<file path="config.mk">
export PLATFORM = sky130hd
export DESIGN_NAME = framed_command_parser_unit_flat
export DESIGN_NICKNAME = d
export VERILOG_FILES = /design/src/hw/rtl/fcp_pkg.sv /design/src/hw/rtl/fcp_channels_if.sv /design/src/hw/rtl/fcp_front.sv /design/src/hw/rtl/fcp_queue.sv /design/src/hw/rtl/fcp_back.sv /design/src/hw/rtl/framed_command_parser_unit.sv /design/src/flat_wrapper.sv
export VERILOG_INCLUDE_DIRS = /design/src /design/src/hw/rtl
export SDC_FILE = /design/constraint.sdc
export NUM_CORES = 1
export LEC_CHECK = 0
export BUFFER_PORTS_ARGS = -buffer_cell sky130_fd_sc_hd__buf_2
export CORE_ASPECT_RATIO = 1.25
export CORE_MARGIN = 2
export CORE_UTILIZATION = 45
export CTS_BUF_LIST = sky130_fd_sc_hd__clkbuf_8
export DETAILED_ROUTE_END_ITERATION = 10
export HOLD_SLACK_MARGIN = 0.03
export PLACE_DENSITY_LB_ADDON = 0.15
export SETUP_SLACK_MARGIN = 0.2
export SLEW_MARGIN = 20
export SYNTH_ARGS = -nofsm -noshare
export SYNTH_HDL_FRONTEND = slang
export SYNTH_SLANG_ARGS = --single-unit
export TNS_END_PERCENT = 1
</file>
<file path="constraint.sdc">
create_clock -name clock -period 6.3 [get_ports clock]
set_input_delay 0.315 -clock clock [delete_from_list [all_inputs] [get_ports clock]]
set_output_delay 0.315 -clock clock [all_outputs]
set_load 0.02 [all_outputs]
</file>
<file path="src/hw/rtl/assert_macros.svh">
// assertion macros shared by the rtl of the framed command parser
// every macro samples on clock; reset is synchronous and active high
`ifndef ASSERT_MACROS_SVH
`define ASSERT_MACROS_SVH

// checked outside reset only
`define FCP_ASSERT(label, prop, msg) \
   label: assert property (@(posedge clock) disable iff (reset) prop) else $error(msg);

// checked on every edge, reset included
`define FCP_ASSERT_ALWAYS(label, prop, msg) \
   label: assert property (@(posedge clock) prop) else $error(msg);

`endif

</file>
<file path="src/hw/rtl/fcp_pkg.sv">
// shared types, character codes and result codes of the framed command parser
// used by the front stage, the token queue, the back end and the top level

package fcp_pkg;

   // default limits of the parameter store
   localparam int DEF_MAX_SETS   = 8;
   localparam int DEF_MAX_VALUES = 4;

   // depth of the token queue between front and back
   localparam int Q_DEPTH = 2;

   // character codes
   localparam logic [7:0] CH_OPEN  = 8'h3C;
   localparam logic [7:0] CH_CLOSE = 8'h3E;
   localparam logic [7:0] CH_HASH  = 8'h23;
   localparam logic [7:0] CH_COMMA = 8'h2C;
   localparam logic [7:0] CH_MINUS = 8'h2D;
   localparam logic [7:0] CH_SPACE = 8'h20;
   localparam logic [7:0] CH_TAB   = 8'h09;
   localparam logic [7:0] CH_CR    = 8'h0D;
   localparam logic [7:0] CH_ZERO  = 8'h30;
   localparam logic [7:0] CH_NINE  = 8'h39;
   localparam logic [7:0] CH_UP_A  = 8'h41;
   localparam logic [7:0] CH_UP_Z  = 8'h5A;
   localparam logic [7:0] CASE_GAP = 8'h20;

   // kept-character and held-whitespace counts saturate here
   localparam logic [2:0] POS_SAT  = 3'd5;
   localparam logic [2:0] POS_SKIP = 3'd3;
   localparam logic [2:0] POS_VAL  = 3'd4;

   // command codes
   localparam logic [2:0] CODE_CON     = 3'd0;
   localparam logic [2:0] CODE_MOV     = 3'd1;
   localparam logic [2:0] CODE_REF     = 3'd2;
   localparam logic [2:0] CODE_SRV     = 3'd3;
   localparam logic [2:0] CODE_WAI     = 3'd4;
   localparam logic [2:0] CODE_UNKNOWN = 3'd5;

   // frame status codes
   localparam logic [1:0] STATUS_OK        = 2'd0;
   localparam logic [1:0] STATUS_PARAM_ERR = 2'd1;
   localparam logic [1:0] STATUS_UNKNOWN   = 2'd2;

   // result kinds
   localparam logic KIND_VALUE  = 1'b0;
   localparam logic KIND_REPORT = 1'b1;

   // character class found by the front stage
   typedef enum logic [2:0] {
      TOK_OPEN  = 3'd0,
      TOK_CLOSE = 3'd1,
      TOK_SPACE = 3'd2,
      TOK_DIGIT = 3'd3,
      TOK_COMMA = 3'd4,
      TOK_HASH  = 3'd5,
      TOK_MINUS = 3'd6,
      TOK_OTHER = 3'd7
   } fcp_class_type;

   // classified character; ch is case-folded
   typedef struct packed {
      fcp_class_type tok_class;
      logic [7:0]    ch;
   } fcp_token_type;

   // one result item
   typedef struct packed {
      logic               result_kind;
      logic [2:0]         command_code;
      logic [1:0]         frame_status;
      logic [2:0]         set_number;
      logic [1:0]         param_number;
      logic signed [31:0] param_value;
      logic [3:0]         set_count;
      logic               last;
   } fcp_result_type;

   // command name lookup on the three folded name characters
   function automatic logic [2:0] fcp_match_name(input logic [7:0] n0,
                                                 input logic [7:0] n1,
                                                 input logic [7:0] n2);
      logic [23:0] nm;
      nm = {n0, n1, n2};
      if (nm == {8'h63, 8'h6F, 8'h6E}) return CODE_CON;
      else if (nm == {8'h6D, 8'h6F, 8'h76}) return CODE_MOV;
      else if (nm == {8'h72, 8'h65, 8'h66}) return CODE_REF;
      else if (nm == {8'h73, 8'h72, 8'h76}) return CODE_SRV;
      else if (nm == {8'h77, 8'h61, 8'h69}) return CODE_WAI;
      else return CODE_UNKNOWN;
   endfunction

endpackage

</file>
<file path="src/hw/rtl/fcp_channels_if.sv">
// valid/ready channel interfaces of the framed command parser
// request channel carries one byte, response channel one result item

interface fcp_req_if;
   logic       valid;
   logic       ready;
   logic [7:0] rx_byte;

   modport source (output valid, output rx_byte, input ready);
   modport sink (input valid, input rx_byte, output ready);
endinterface

interface fcp_rsp_if;
   logic               valid;
   logic               ready;
   logic               result_kind;
   logic [2:0]         command_code;
   logic [1:0]         frame_status;
   logic [2:0]         set_number;
   logic [1:0]         param_number;
   logic signed [31:0] param_value;
   logic [3:0]         set_count;
   logic               last;

   modport source (output valid, output result_kind, output command_code,
                   output frame_status, output set_number, output param_number,
                   output param_value, output set_count, output last, input ready);
   modport sink (input valid, input result_kind, input command_code,
                 input frame_status, input set_number, input param_number,
                 input param_value, input set_count, input last, output ready);
endinterface

</file>
<file path="src/hw/rtl/fcp_front.sv">
// front stage: takes request bytes, classifies and case-folds them into tokens
// depends on fcp_pkg and fcp_req_if; feeds fcp_queue
`include "assert_macros.svh"

module fcp_front import fcp_pkg::*; (
   input  logic          clock,
   input  logic          reset,
   fcp_req_if.sink       req_chan,
   output logic          tok_valid,
   output fcp_token_type tok,
   input  logic          tok_ready
);

   logic          tok_valid_ff, tok_valid_in;
   fcp_token_type tok_ff, tok_in;
   logic          accept;
   logic [7:0]    b;

   // the stage takes a byte whenever its token register is free or drains
   assign req_chan.ready = !tok_valid_ff || tok_ready;
   assign accept         = req_chan.valid && req_chan.ready;
   assign b              = req_chan.rx_byte;

   // character classification and case folding
   always_comb begin
      tok_in.ch = (b >= CH_UP_A && b <= CH_UP_Z) ? b + CASE_GAP : b;
      priority if (b == CH_OPEN)                         tok_in.tok_class = TOK_OPEN;
      else if (b == CH_CLOSE)                            tok_in.tok_class = TOK_CLOSE;
      else if (b == CH_SPACE || (b >= CH_TAB && b <= CH_CR))
                                                         tok_in.tok_class = TOK_SPACE;
      else if (b >= CH_ZERO && b <= CH_NINE)             tok_in.tok_class = TOK_DIGIT;
      else if (b == CH_COMMA)                            tok_in.tok_class = TOK_COMMA;
      else if (b == CH_HASH)                             tok_in.tok_class = TOK_HASH;
      else if (b == CH_MINUS)                            tok_in.tok_class = TOK_MINUS;
      else                                               tok_in.tok_class = TOK_OTHER;
   end

   // token register valid flag
   always_comb begin
      if (accept) begin
         tok_valid_in = 1'b1;
      end else if (tok_ready) begin
         tok_valid_in = 1'b0;
      end else begin
         tok_valid_in = tok_valid_ff;
      end
   end

   always_ff @(posedge clock) begin
      if (reset) begin
         tok_valid_ff <= 1'b0;
      end else begin
         tok_valid_ff <= tok_valid_in;
      end
   end

   // token payload
   always_ff @(posedge clock) begin
      if (accept) begin
         tok_ff <= tok_in;
      end
   end

   assign tok_valid = tok_valid_ff;
   assign tok       = tok_ff;

   `FCP_ASSERT(a_digit_class, (tok_valid_ff && tok_ff.tok_class == TOK_DIGIT) |-> (tok_ff.ch >= CH_ZERO && tok_ff.ch <= CH_NINE), "digit token carries a non-digit")

endmodule

</file>
<file path="src/hw/rtl/fcp_queue.sv">
// short token queue between front and back, held in flip-flops
// depends on fcp_pkg for the token type and the queue depth
`include "assert_macros.svh"

module fcp_queue import fcp_pkg::*; (
   input  logic          clock,
   input  logic          reset,
   input  logic          push_valid,
   input  fcp_token_type push_tok,
   output logic          push_ready,
   output logic          pop_valid,
   output fcp_token_type pop_tok,
   input  logic          pop_ready
);

   localparam int PTR_W = (Q_DEPTH > 1) ? $clog2(Q_DEPTH) : 1;
   localparam int CNT_W = $clog2(Q_DEPTH + 1);

   fcp_token_type       entry_ff [Q_DEPTH];
   logic [PTR_W-1:0]    wr_ptr_ff, wr_ptr_in;
   logic [PTR_W-1:0]    rd_ptr_ff, rd_ptr_in;
   logic [CNT_W-1:0]    count_ff, count_in;
   logic                do_push, do_pop;

   assign push_ready = (count_ff < CNT_W'(Q_DEPTH));
   assign pop_valid  = (count_ff != '0);
   assign do_push    = push_valid && push_ready;
   assign do_pop     = pop_valid && pop_ready;
   assign pop_tok    = entry_ff[rd_ptr_ff];

   // pointer wrap and fill count
   always_comb begin
      wr_ptr_in = wr_ptr_ff;
      rd_ptr_in = rd_ptr_ff;
      count_in  = count_ff;
      if (do_push) begin
         wr_ptr_in = (wr_ptr_ff == PTR_W'(Q_DEPTH - 1)) ? '0 : wr_ptr_ff + PTR_W'(1);
      end
      if (do_pop) begin
         rd_ptr_in = (rd_ptr_ff == PTR_W'(Q_DEPTH - 1)) ? '0 : rd_ptr_ff + PTR_W'(1);
      end
      if (do_push && !do_pop) begin
         count_in = count_ff + CNT_W'(1);
      end else if (do_pop && !do_push) begin
         count_in = count_ff - CNT_W'(1);
      end
   end

   always_ff @(posedge clock) begin
      if (reset) begin
         wr_ptr_ff <= '0;
         rd_ptr_ff <= '0;
         count_ff  <= '0;
      end else begin
         wr_ptr_ff <= wr_ptr_in;
         rd_ptr_ff <= rd_ptr_in;
         count_ff  <= count_in;
      end
   end

   // entry storage
   always_ff @(posedge clock) begin
      if (do_push) begin
         entry_ff[wr_ptr_ff] <= push_tok;
      end
   end

   `FCP_ASSERT(a_fill_bound, count_ff <= CNT_W'(Q_DEPTH), "token queue fill count beyond depth")

endmodule

</file>
<file path="src/hw/rtl/fcp_back.sv">
// back end: frame parser state, value accumulation and result output register
// depends on fcp_pkg; takes tokens from fcp_queue
`include "assert_macros.svh"

module fcp_back import fcp_pkg::*; #(
   parameter int MAX_SETS           = DEF_MAX_SETS,
   parameter int MAX_VALUES_PER_SET = DEF_MAX_VALUES
) (
   input  logic           clock,
   input  logic           reset,
   input  logic           tok_valid,
   input  fcp_token_type  tok,
   output logic           tok_ready,
   output logic           rsp_valid,
   output fcp_result_type rsp_item,
   input  logic           rsp_ready
);

   localparam int SET_W = $clog2(MAX_SETS + 1);
   localparam int VAL_W = $clog2(MAX_VALUES_PER_SET + 1);

   // two-result tokens are sent in two passes
   typedef enum logic [1:0] {
      PH_FIRST  = 2'b01,
      PH_SECOND = 2'b10
   } fcp_phase_type;

   // parser state
   logic             in_frame_ff, in_frame_in;
   logic [2:0]       pos_ff, pos_in;
   logic [7:0]       name_ff [3];
   logic [7:0]       name_in [3];
   logic [2:0]       pend_ff, pend_in;
   logic [SET_W-1:0] set_ff, set_in;
   logic [VAL_W-1:0] vidx_ff, vidx_in;
   logic [31:0]      acc_ff, acc_in;
   logic             neg_ff, neg_in;
   logic             started_ff, started_in;
   logic             failed_ff, failed_in;
   fcp_phase_type    phase_ff, phase_in;

   // output register
   logic             rsp_valid_ff, rsp_valid_in;
   fcp_result_type   rsp_item_ff, load_item;

   // working signals
   logic [3:0]       sum_pp;
   logic [2:0]       pos_r;
   logic             failed_r;
   logic [7:0]       name_r [3];
   logic             idx_ok;
   logic             value_emit;
   logic             short_frame, close_val, close_fail;
   logic [2:0]       code_raw;
   logic [31:0]      value_word, set_wide, vidx_wide, cnt_wide;
   logic [1:0]       n_res;
   fcp_result_type   value_res, report_res;
   logic             out_free, need, fire, pop, load;

   // held whitespace is replayed ahead of a kept character
   always_comb begin
      sum_pp   = {1'b0, pos_ff} + {1'b0, pend_ff};
      pos_r    = (sum_pp >= 4'(POS_SAT)) ? POS_SAT : sum_pp[2:0];
      failed_r = failed_ff || ((pend_ff != 3'd0) && (sum_pp >= 4'(POS_SAT)));
      for (int i = 0; i < 3; i++) begin
         name_r[i] = (4'(i) >= {1'b0, pos_ff} && 4'(i) < sum_pp) ? CH_SPACE : name_ff[i];
      end
   end

   // value completion checks and result fields
   always_comb begin
      idx_ok      = (set_ff < SET_W'(MAX_SETS)) && (vidx_ff < VAL_W'(MAX_VALUES_PER_SET));
      value_word  = neg_ff ? (32'd0 - acc_ff) : acc_ff;
      set_wide    = 32'(set_ff);
      vidx_wide   = 32'(vidx_ff);
      cnt_wide    = set_wide + 32'd1;
      short_frame = !in_frame_ff || (pos_ff < POS_SKIP);
      close_val   = !short_frame && (pos_ff >= POS_SAT) && !failed_ff && idx_ok;
      close_fail  = failed_ff || ((pos_ff >= POS_SAT) && !idx_ok);
      code_raw    = fcp_match_name(name_ff[0], name_ff[1], name_ff[2]);
   end

   // value result
   always_comb begin
      value_res.result_kind  = KIND_VALUE;
      value_res.command_code = CODE_CON;
      value_res.frame_status = STATUS_OK;
      value_res.set_number   = set_wide[2:0];
      value_res.param_number = vidx_wide[1:0];
      value_res.param_value  = value_word;
      value_res.set_count    = 4'd0;
      value_res.last         = (tok.tok_class != TOK_CLOSE);
   end

   // frame end report
   always_comb begin
      report_res.result_kind  = KIND_REPORT;
      report_res.set_number   = 3'd0;
      report_res.param_number = 2'd0;
      report_res.param_value  = 32'sd0;
      report_res.last         = 1'b1;
      if (short_frame) begin
         report_res.command_code = CODE_UNKNOWN;
         report_res.frame_status = STATUS_PARAM_ERR;
         report_res.set_count    = 4'd0;
      end else if (close_fail) begin
         report_res.command_code = code_raw;
         report_res.frame_status = STATUS_PARAM_ERR;
         report_res.set_count    = 4'd0;
      end else begin
         report_res.command_code = code_raw;
         report_res.frame_status = (code_raw == CODE_UNKNOWN) ? STATUS_UNKNOWN : STATUS_OK;
         report_res.set_count    = (pos_ff >= POS_SAT) ? cnt_wide[3:0] : 4'd0;
      end
   end

   // next parser state when the head token is carried out
   always_comb begin
      in_frame_in = in_frame_ff;
      pos_in      = pos_ff;
      pend_in     = pend_ff;
      set_in      = set_ff;
      vidx_in     = vidx_ff;
      acc_in      = acc_ff;
      neg_in      = neg_ff;
      started_in  = started_ff;
      failed_in   = failed_ff;
      value_emit  = 1'b0;
      for (int i = 0; i < 3; i++) begin
         name_in[i] = name_ff[i];
      end
      unique case (tok.tok_class)
         TOK_OPEN, TOK_CLOSE: begin
            in_frame_in = (tok.tok_class == TOK_OPEN);
            pos_in      = '0;
            pend_in     = '0;
            set_in      = '0;
            vidx_in     = '0;
            acc_in      = '0;
            neg_in      = 1'b0;
            started_in  = 1'b0;
            failed_in   = 1'b0;
            for (int i = 0; i < 3; i++) begin
               name_in[i] = 8'd0;
            end
         end
         TOK_SPACE: begin
            if (in_frame_ff && pos_ff != 3'd0 && pend_ff != POS_SAT) begin
               pend_in = pend_ff + 3'd1;
            end
         end
         TOK_DIGIT, TOK_COMMA, TOK_HASH, TOK_MINUS, TOK_OTHER: begin
            if (in_frame_ff) begin
               pend_in   = '0;
               failed_in = failed_r;
               for (int i = 0; i < 3; i++) begin
                  name_in[i] = name_r[i];
               end
               if (pos_r < POS_SKIP) begin
                  name_in[pos_r[1:0]] = tok.ch;
               end else if (pos_r >= POS_VAL && !failed_r) begin
                  unique case (tok.tok_class)
                     TOK_COMMA, TOK_HASH: begin
                        if (idx_ok) begin
                           value_emit = 1'b1;
                           acc_in     = '0;
                           neg_in     = 1'b0;
                           started_in = 1'b0;
                           if (tok.tok_class == TOK_HASH) begin
                              set_in  = set_ff + SET_W'(1);
                              vidx_in = '0;
                           end else begin
                              vidx_in = vidx_ff + VAL_W'(1);
                           end
                        end else begin
                           failed_in = 1'b1;
                        end
                     end
                     TOK_DIGIT: begin
                        acc_in     = (acc_ff << 3) + (acc_ff << 1) + {28'd0, tok.ch[3:0]};
                        started_in = 1'b1;
                     end
                     TOK_MINUS: begin
                        if (!started_ff) begin
                           neg_in     = 1'b1;
                           started_in = 1'b1;
                        end else begin
                           failed_in = 1'b1;
                        end
                     end
                     default: begin
                        failed_in = 1'b1;
                     end
                  endcase
               end
               pos_in = (pos_r == POS_SAT) ? POS_SAT : pos_r + 3'd1;
            end
         end
      endcase
   end

   // number of results caused by the head token
   always_comb begin
      if (tok.tok_class == TOK_CLOSE) begin
         n_res = close_val ? 2'd2 : 2'd1;
      end else begin
         n_res = value_emit ? 2'd1 : 2'd0;
      end
   end

   // handshake between the head token and the output register
   always_comb begin
      out_free = !rsp_valid_ff || rsp_ready;
      need     = (n_res != 2'd0);
      fire     = tok_valid && (!need || out_free);
      if (n_res == 2'd2 && phase_ff == PH_FIRST) begin
         pop       = 1'b0;
         load      = fire;
         load_item = value_res;
         phase_in  = fire ? PH_SECOND : phase_ff;
      end else begin
         pop       = fire;
         load      = fire && need;
         load_item = (tok.tok_class == TOK_CLOSE) ? report_res : value_res;
         phase_in  = fire ? PH_FIRST : phase_ff;
      end
      if (load) begin
         rsp_valid_in = 1'b1;
      end else if (rsp_ready) begin
         rsp_valid_in = 1'b0;
      end else begin
         rsp_valid_in = rsp_valid_ff;
      end
   end

   // parser state registers
   always_ff @(posedge clock) begin
      if (reset) begin
         in_frame_ff <= 1'b0;
         pos_ff      <= '0;
         pend_ff     <= '0;
         set_ff      <= '0;
         vidx_ff     <= '0;
         acc_ff      <= '0;
         neg_ff      <= 1'b0;
         started_ff  <= 1'b0;
         failed_ff   <= 1'b0;
         for (int i = 0; i < 3; i++) begin
            name_ff[i] <= 8'd0;
         end
      end else if (pop) begin
         in_frame_ff <= in_frame_in;
         pos_ff      <= pos_in;
         pend_ff     <= pend_in;
         set_ff      <= set_in;
         vidx_ff     <= vidx_in;
         acc_ff      <= acc_in;
         neg_ff      <= neg_in;
         started_ff  <= started_in;
         failed_ff   <= failed_in;
         for (int i = 0; i < 3; i++) begin
            name_ff[i] <= name_in[i];
         end
      end
   end

   // phase and output valid
   always_ff @(posedge clock) begin
      if (reset) begin
         phase_ff     <= PH_FIRST;
         rsp_valid_ff <= 1'b0;
      end else begin
         phase_ff     <= phase_in;
         rsp_valid_ff <= rsp_valid_in;
      end
   end

   // output payload
   always_ff @(posedge clock) begin
      if (load) begin
         rsp_item_ff <= load_item;
      end
   end

   assign tok_ready = pop;
   assign rsp_valid = rsp_valid_ff;
   assign rsp_item  = rsp_item_ff;

   `FCP_ASSERT(a_second_pass_head, (phase_ff == PH_SECOND) |-> (tok_valid && tok.tok_class == TOK_CLOSE), "second pass without a close token at the head")
   `FCP_ASSERT(a_second_pass_out, (phase_ff == PH_SECOND) |-> (rsp_valid_ff && rsp_item_ff.result_kind == KIND_VALUE && !rsp_item_ff.last), "second pass without a pending value result")
   `FCP_ASSERT(a_count_sat, (pos_ff <= POS_SAT) && (pend_ff <= POS_SAT), "character counts beyond saturation")

endmodule

</file>
<file path="src/hw/rtl/framed_command_parser_unit.sv">
// Framed command parser, top level.
// The request channel (req_chan) carries one received serial byte per request,
// accepted at a rising edge with valid and ready both high. Frames look like
// <nam?v,v#v,...>; the response channel (rsp_chan) returns one value result for
// each completed value and a frame end report at every '>', the report giving
// command code, set count and status. The last flag marks the final result
// caused by a request byte.
// Throughput: one request byte per cycle when nothing stalls. A '>' that
// completes a value makes two results and holds the back end for both; every
// other byte makes at most one result.
// A result passes through the classification register, the token queue and
// the back end's output register.
// Reset clears the frame state, the token queue and the output register; the
// block is ready to take a byte as soon as reset is released.
// When the receiver stalls, the output register holds its result, the back end
// keeps working on bytes that make no result, and the two-entry queue and the
// front register absorb further bytes before req_chan.ready drops.

module framed_command_parser_unit import fcp_pkg::*; #(
   parameter int MAX_SETS           = DEF_MAX_SETS,
   parameter int MAX_VALUES_PER_SET = DEF_MAX_VALUES
) (
   input logic        clock,
   input logic        reset,
   fcp_req_if.sink    req_chan,
   fcp_rsp_if.source  rsp_chan
);

   logic           ft_valid, ft_ready;
   fcp_token_type  ft_tok;
   logic           qb_valid, qb_ready;
   fcp_token_type  qb_tok;
   logic           res_valid;
   fcp_result_type res_item;

   // byte classification
   fcp_front u_front (
      .clock     (clock),
      .reset     (reset),
      .req_chan  (req_chan),
      .tok_valid (ft_valid),
      .tok       (ft_tok),
      .tok_ready (ft_ready)
   );

   // decoupling queue
   fcp_queue u_queue (
      .clock      (clock),
      .reset      (reset),
      .push_valid (ft_valid),
      .push_tok   (ft_tok),
      .push_ready (ft_ready),
      .pop_valid  (qb_valid),
      .pop_tok    (qb_tok),
      .pop_ready  (qb_ready)
   );

   // frame parsing and result output
   fcp_back #(
      .MAX_SETS           (MAX_SETS),
      .MAX_VALUES_PER_SET (MAX_VALUES_PER_SET)
   ) u_back (
      .clock     (clock),
      .reset     (reset),
      .tok_valid (qb_valid),
      .tok       (qb_tok),
      .tok_ready (qb_ready),
      .rsp_valid (res_valid),
      .rsp_item  (res_item),
      .rsp_ready (rsp_chan.ready)
   );

   // response channel
   assign rsp_chan.valid        = res_valid;
   assign rsp_chan.result_kind  = res_item.result_kind;
   assign rsp_chan.command_code = res_item.command_code;
   assign rsp_chan.frame_status = res_item.frame_status;
   assign rsp_chan.set_number   = res_item.set_number;
   assign rsp_chan.param_number = res_item.param_number;
   assign rsp_chan.param_value  = res_item.param_value;
   assign rsp_chan.set_count    = res_item.set_count;
   assign rsp_chan.last         = res_item.last;

endmodule
</file>
<file path="src/flat_wrapper.sv">
// flat-port wrapper written by rule: the top's interface ports become plain ports
module framed_command_parser_unit_flat import fcp_pkg::*;
#(
   parameter int MAX_SETS           = DEF_MAX_SETS,
   parameter int MAX_VALUES_PER_SET = DEF_MAX_VALUES
)
  (clock, reset, req_chan_valid, req_chan_rx_byte, req_chan_ready, rsp_chan_valid, rsp_chan_result_kind, rsp_chan_command_code, rsp_chan_frame_status, rsp_chan_set_number, rsp_chan_param_number, rsp_chan_param_value, rsp_chan_set_count, rsp_chan_last, rsp_chan_ready);
  fcp_req_if req_chan_i ();
  fcp_rsp_if rsp_chan_i ();
  input logic clock;
  input logic reset;
  input wire logic [$bits(req_chan_i.valid)-1:0] req_chan_valid;
  input wire logic [$bits(req_chan_i.rx_byte)-1:0] req_chan_rx_byte;
  output wire logic [$bits(req_chan_i.ready)-1:0] req_chan_ready;
  output wire logic [$bits(rsp_chan_i.valid)-1:0] rsp_chan_valid;
  output wire logic [$bits(rsp_chan_i.result_kind)-1:0] rsp_chan_result_kind;
  output wire logic [$bits(rsp_chan_i.command_code)-1:0] rsp_chan_command_code;
  output wire logic [$bits(rsp_chan_i.frame_status)-1:0] rsp_chan_frame_status;
  output wire logic [$bits(rsp_chan_i.set_number)-1:0] rsp_chan_set_number;
  output wire logic [$bits(rsp_chan_i.param_number)-1:0] rsp_chan_param_number;
  output wire logic [$bits(rsp_chan_i.param_value)-1:0] rsp_chan_param_value;
  output wire logic [$bits(rsp_chan_i.set_count)-1:0] rsp_chan_set_count;
  output wire logic [$bits(rsp_chan_i.last)-1:0] rsp_chan_last;
  input wire logic [$bits(rsp_chan_i.ready)-1:0] rsp_chan_ready;
  assign req_chan_i.valid = req_chan_valid;
  assign req_chan_i.rx_byte = req_chan_rx_byte;
  assign req_chan_ready = req_chan_i.ready;
  assign rsp_chan_valid = rsp_chan_i.valid;
  assign rsp_chan_result_kind = rsp_chan_i.result_kind;
  assign rsp_chan_command_code = rsp_chan_i.command_code;
  assign rsp_chan_frame_status = rsp_chan_i.frame_status;
  assign rsp_chan_set_number = rsp_chan_i.set_number;
  assign rsp_chan_param_number = rsp_chan_i.param_number;
  assign rsp_chan_param_value = rsp_chan_i.param_value;
  assign rsp_chan_set_count = rsp_chan_i.set_count;
  assign rsp_chan_last = rsp_chan_i.last;
  assign rsp_chan_i.ready = rsp_chan_ready;
  framed_command_parser_unit #(.MAX_SETS(MAX_SETS), .MAX_VALUES_PER_SET(MAX_VALUES_PER_SET)) u_core (.clock(clock), .reset(reset), .req_chan(req_chan_i), .rsp_chan(rsp_chan_i));
endmodule
</file>
# Word level (Yosys, flattened, before mapping)
# Memory sizes are Yosys's and may differ from the RTL's. A register that Yosys moved wholly into a read port is not among the register bits.
# Cells that the tools add are included.
# W data, S select, Z words.
[classes]
addsub = 14
magnitude_cmp = 22
n_eq_ne = 36
n_mux = 110
n_bitwise = 6
n_reduce_logical = 68
[ops]
columns = ["op", "count"]
rows = [
  ["$mux W32", 5],
  ["$pmux W32 S2", 2],
  ["$eq A24 B23 Y1 const B", 5],
  ["$mux W8", 8],
  ["$eq A8 B6 Y1 const B", 6],
  ["$mux W24", 2],
  ["$mux W48", 1],
  ["$pmux W24 S2", 1],
  ["$mux W3", 15],
  ["$mux W42", 1],
  ["$mux W1", 40],
  ["$mux W4", 9],
  ["$add A32 B32 Y32", 1],
  ["$add A32 B4 Y32", 1],
  ["$sub A1 B32 Y32 const A", 1],
  ["$mux W2", 13],
  ["$bwmux W24", 1],
  ["$logic_and A1 B1 Y1", 24],
  ["$reduce_and A7 Y1", 3],
  ["$eq A3 B3 Y1 const B", 6],
  ["$demux W8 S2", 1],
  ["$reduce_and A8 Y1", 2],
  ["$ne A2 B2 Y1 const B", 6],
  ["$pmux W3 S2", 2],
  ["other kinds (51)", 100],
]
[word_totals]
register_bits = 116
ramBits = 46
inputBits = 12
out_inout_bits = 50
elab_cells = 287
memories = 2
[mem_list]
columns = ["name", "words", "width", "rd", "rd_clocked_by_memory_dff", "write_ports", "line", "text"]
rows = [
  ["u_core.u_back.name_ff", 3, 8, 3, 0, 3, "fcp_back.sv:31", "logic [7:0] name_ff [3];"],
  ["u_core.u_queue.entry_ff", 2, 11, 1, 1, 1, "fcp_queue.sv:19", "fcp_token_type entry_ff [Q_DEPTH];"],
]

# Longest topological paths before layout
[depth]
depth_word = 21
ltp_mapped = 15

# Cells and area by module
# From an unflattened synthesis, not the netlist that was laid out.
[unflattened]
cells_unflattened = 950
area_unflattened_um2 = 9505.4
[by_module_without_submodules]
columns = ["mod", "instances", "cells_per_inst", "area_each_um2", "seq_area_each_um2"]
rows = [
  ["fcp_back", 1, 842, 7895.1, 3203.1],
  ["fcp_queue", 1, 57, 1003.5, 760.7],
  ["fcp_front", 1, 51, 606.8, 350.3],
]

# Worst setup path after synthesis
# OpenSTA, ideal clock, no wires.
[synth_timing]
kind = "reg2reg"
from = "register u_core.u_back.pend_ff[0]"
to = "register u_core.u_back.rsp_item_ff (netlist bit u_core.u_back.rsp_item[0]), enable pin"
arrival_time_ns = 4.052
slack_ns = 1.795
path_stages_with_launch = 10
synth_period_minus_slack_ns = 4.505
cell_sequence = "dfxtp_1 ha_1 fa_1 clkbuf_1 a2111oi_2 o221a_2 nand2_1 nor2_1 nor2_1 nor2_1"
[synth_between]
elab_chain_len = 18
elab_cells_between_ends = 24
classes_between = "1 x add/sub; 3 x order compare; 1 x eq/ne; 8 x mux; 11 x reduce/logical"
[synth_rtl]
columns = ["element", "line", "text"]
rows = [
  ["start: declaration", "fcp_back.sv:33", "logic [2:0] pend_ff, pend_in;"],
  ["start signal: assignment", "fcp_back.sv:254", "pend_ff <= pend_in;"],
  ["parallel branches: the longest is 7 deep, another holds $add A3 B3 Y4", "--", ""],
  ["$mux W1 (*)", "fcp_back.sv:159", "if (pos_r < POS_SKIP) begin"],
  ["$mux W1 (*)", "fcp_back.sv:153", "if (in_frame_ff) begin"],
  ["$mux W1 (*)", "fcp_back.sv:132", "unique case (tok.tok_class)"],
  ["$mux W1 (*)", "fcp_back.sv:207", "n_res = value_emit ? 2'd1 : 2'd0;"],
  ["$mux W2 (*)", "fcp_back.sv:204", "if (tok.tok_class == TOK_CLOSE) begin"],
  ["$reduce_bool A2 Y1", "fcp_back.sv:214", "need = (n_res != 2'd0);"],
  ["$logic_not A1 Y1", "fcp_back.sv:215", "fire = tok_valid && (!need || out_free);"],
  ["$logic_or A1 B1 Y1", "fcp_back.sv:215", ""],
  ["$logic_and A1 B1 Y1", "fcp_back.sv:215", ""],
  ["$logic_and A1 B1 Y1", "fcp_back.sv:223", "load = fire && need;"],
  ["$mux W1 (*)", "fcp_back.sv:216", "if (n_res == 2'd2 && phase_ff == PH_FIRST) begin"],
  ["net u_core.u_back.load", "fcp_back.sv:58", "logic out_free, need, fire, pop, load;"],
  ["end signal: assignment", "fcp_back.sv:281", "rsp_item_ff <= load_item;"],
  ["end: declaration", "fcp_back.sv:44", "fcp_result_type rsp_item_ff, load_item;"],
]
# Mark *: on every way through the listed nets, which the timed path passes.
# A chain may end at the register's enable or synchronous reset.

==> metrics.cfg <==
[run_status]
status=finished, final reports clean

[hold_path]
min_path_cells=3
hp-start=req_chan_valid
min_path_type=in -> reg

[power]
swShare_pct=32.4
p_seq_share_pct=52.6
power.share.clock_pct=29.1
p_int_uw=1660
power.leakage_uw=0.00442
powerDensity_nw_per_um2=236
switchingPower_uw=795
combPwrFrac_pct=18.3
peakVddDrop_v=0.000134

[sta]
hold_violations=0
min_period_over_period_pct=66.2
max-slew-margin-rel_pct=25.3
fmax_mhz=240
period_minus_slack_ns=4.17
whs_ns=0.109
setup_viol=0
fin_skew_ns=0.0190
tightest_slew_ns=1.12
tns_ns=0
final.setup.worst_slack_ns=2.13
rsz0062_at_grt=no
drv_slew=0

[route]
wl_per_cell_um=17.1
vias=7240
drt-initial-drc-count=488
drc_errors=0
viasPerCell=5.68
wirelength_mm=21.8
first_pass_iters=5
drtAntennaViolNets=0

[final_layout]
utilization_pct=50.1
mostFrequentLayoutCell=nor2_1
layout_common_cells=120 x nor2_1, 105 x edfxtp_1, 70 x ha_1
final_cells=1274
layout.nets=1072
fill_cells=1961
layout-drive-gt1-share_pct=12.7
syn_to_final_growth_pct=9.69
num_antenna_cells=0

[clock_network]
cts_htree_levels=4
cts_buffer_depth=2
cts.sinks=163
insertion_delay_ns=0.47
post_cts_buffers=0
cts_tree=built
root_buffer=clkbuf_8
path_clk_slew_ns=0.09
cts_hold_buf=0
cts_buffers=17
ctsResizeCount=0

[die]
core_um2=20700
dieWidth_um=134
start_util_pct=45.6
design.die.area_um2=22200
ioPinCount=62
die_h_um=166
rows=59

[grt]
antenna_found_initial=0
busiest_layer=met2
grt_max_degree=46
grt_overflow=0
use_met1_pct=24.1
grt_pass1_vias=7155
grt_pass1_wl_mm=36.1
grt_use_met3_pct=2.59
grt_util_all_layers_pct=20.0
met2_usage_pct=36.4

[synthesis]
synth_top_area_share_pct=33.3
synth_seq_cells=163
syn_area_um2=9470
synth_ff_type=edfxtp_1
synth-edff-count=105
async_reset_ff_share_pct=0
synth_fp_nets=1019
ys.warnings.count=0
yosysTopAreaCell=edfxtp_1
synth_cell_type_count=82
ys_seq_area_share_pct=45.6
ys_top_cells_by_area=edfxtp_1 33%, dfxtp_1 12%, ha_1 9.3%
postSynthCellCount=934
syn_avg_cell_area_um2=10.1

[worst_setup_path]
crit_type=reg -> reg
path_max_fanout=21
crit_path_max_incr_delay_ns=0.89
crit_family=compound AO/OA/AOI/OAI gates
cp-end-kind=register
cp-start-kind=register
path_cells=mux2_2 > fa_1 > inv_1 > fa_1 > nand2b_1 > a21oi_1 > o21ai_0 > a21boi_0 > o211ai_1 > a31oi_1 > o21ai_0 > a32o_1
reg2reg_depth=12
path_buf_inv=1
worstPathArrival_ns=4.53
cp.depth=12
crit_required_ns=6.66
crit_path_top_delay_cell=dfxtp_1

[place]
place_hpwl_mm=15.8
place.gp.congestion=0.866
portBuffers=61
dp.cells=1242
post-place-ws_ns=2.13

[flow_run]
maxCapViolations=0

==> layer usage <==
metal | up-vias | part of all wire (%)
met3 | 33 | 2.2
met2 | 104 | 52
met5 | - | 0
li1 | 3588 | -
met1 | 3515 | 43
met4 | 0 | 2.1
==> registers in the layout, indices dropped and copies added (netlist names), 2 cells and up, named ones only <==
name,count
u_core.u_back.name_ff,24
u_core.u_back.phase_ff,2
u_core.u_back.set_ff,4
u_core.u_back.pend_ff,3
u_core.u_back.rsp_item,48
u_core.u_back.acc_ff,32
u_core.u_queue.count_ff,2
u_core.u_front.tok,11
u_core.u_back.vidx_ff,3
u_core.u_back.pos_ff,3
u_core.u_queue.entry_ff,22
==> cell type report <==
cell class	instances	area, µm²	area share [%]
tap	274	343	3.30
sequential	163	4310	41.6
multi-input combinational	717	4950	47.6
clock buffer	17	234	2.25
inverter	23	86.3	0.832
timing repair buffer	65	335	3.23
clock inverter	15	124	1.19
==> final timing paths <==
| kind | end | slack (ns) |
|---|---|---|
| max | u_core.u_back.acc_ff[26] | 2.13 |
| max reg2reg | u_core.u_back.acc_ff[26] | 2.13 |
| min | u_core.u_front.tok_valid | 0.11 |
| min reg2reg | u_core.u_queue.entry_ff[1][8] | 0.45 |
==> cells by family after synthesis <==
logic type	after synthesis	synth area share [%]
simple gates	322	16.2
compound gates	241	18.0
flops	163	45.6
fa+ha+maj	73	9.89
xor+xnor	65	6.01
buf+inv	54	2.30
mux	16	1.96
==> through the flow <==
| stage | cell area [µm²] | total power (µW) |
|---|---|---|
| 4_1_cts | 10400 | 2470 |
| 6_report | 10400 | 2450 |
| 5_1_grt | 10400 | 2570 |
| 3_3_place_gp | 10000 | 1750 |
| 3_5_place_dp | 10000 | 1760 |
| 2_1_floorplan | 9470 | 1640 |
==> worst reg2reg max path, stage by stage (launching register included) <==
cell      delay, ns
dfxtp_1        0.89
mux2_2         0.48
fa_1           0.52
inv_1          0.07
fa_1           0.43
nand2b_1       0.18
a21oi_1        0.28
o21ai_0        0.24
a21boi_0       0.30
o211ai_1       0.14
a31oi_1        0.18
o21ai_0        0.10
a32o_1         0.27
==> cell usage after synthesis (all sizes together) (4+ instances only) <==
cell,instances
a22oi,33
nor2b,17
xnor2,25
nor2,121
and2,5
o211ai,4
clkbuf,23
a31oi,8
xor2,40
o21a,9
edfxtp,105
dfxtp,58
a21boi,6
ha,70
mux2i,6
o41ai,5
o21ai,32
nor3,27
a21o,16
nand3,17
o31ai,14
nand4,8
buf,8
a22o,11
or3,11
or4,4
nand2,66
and3,9
a211oi,7
or2,6
inv,23
mux2,10
nand2b,12
a21oi,61
nor4,5
==> power by group through the flow <==
stage               clock, µW  sequential (µW)  combinational [µW]
global route              772             1300                 493
global placement            0             1310                 441
finish                    714             1290                 449
detailed placement          0             1320                 445
floorplan                   0             1290                 347
CTS                       734             1290                 447
Power figures use the tool's default switching activity.
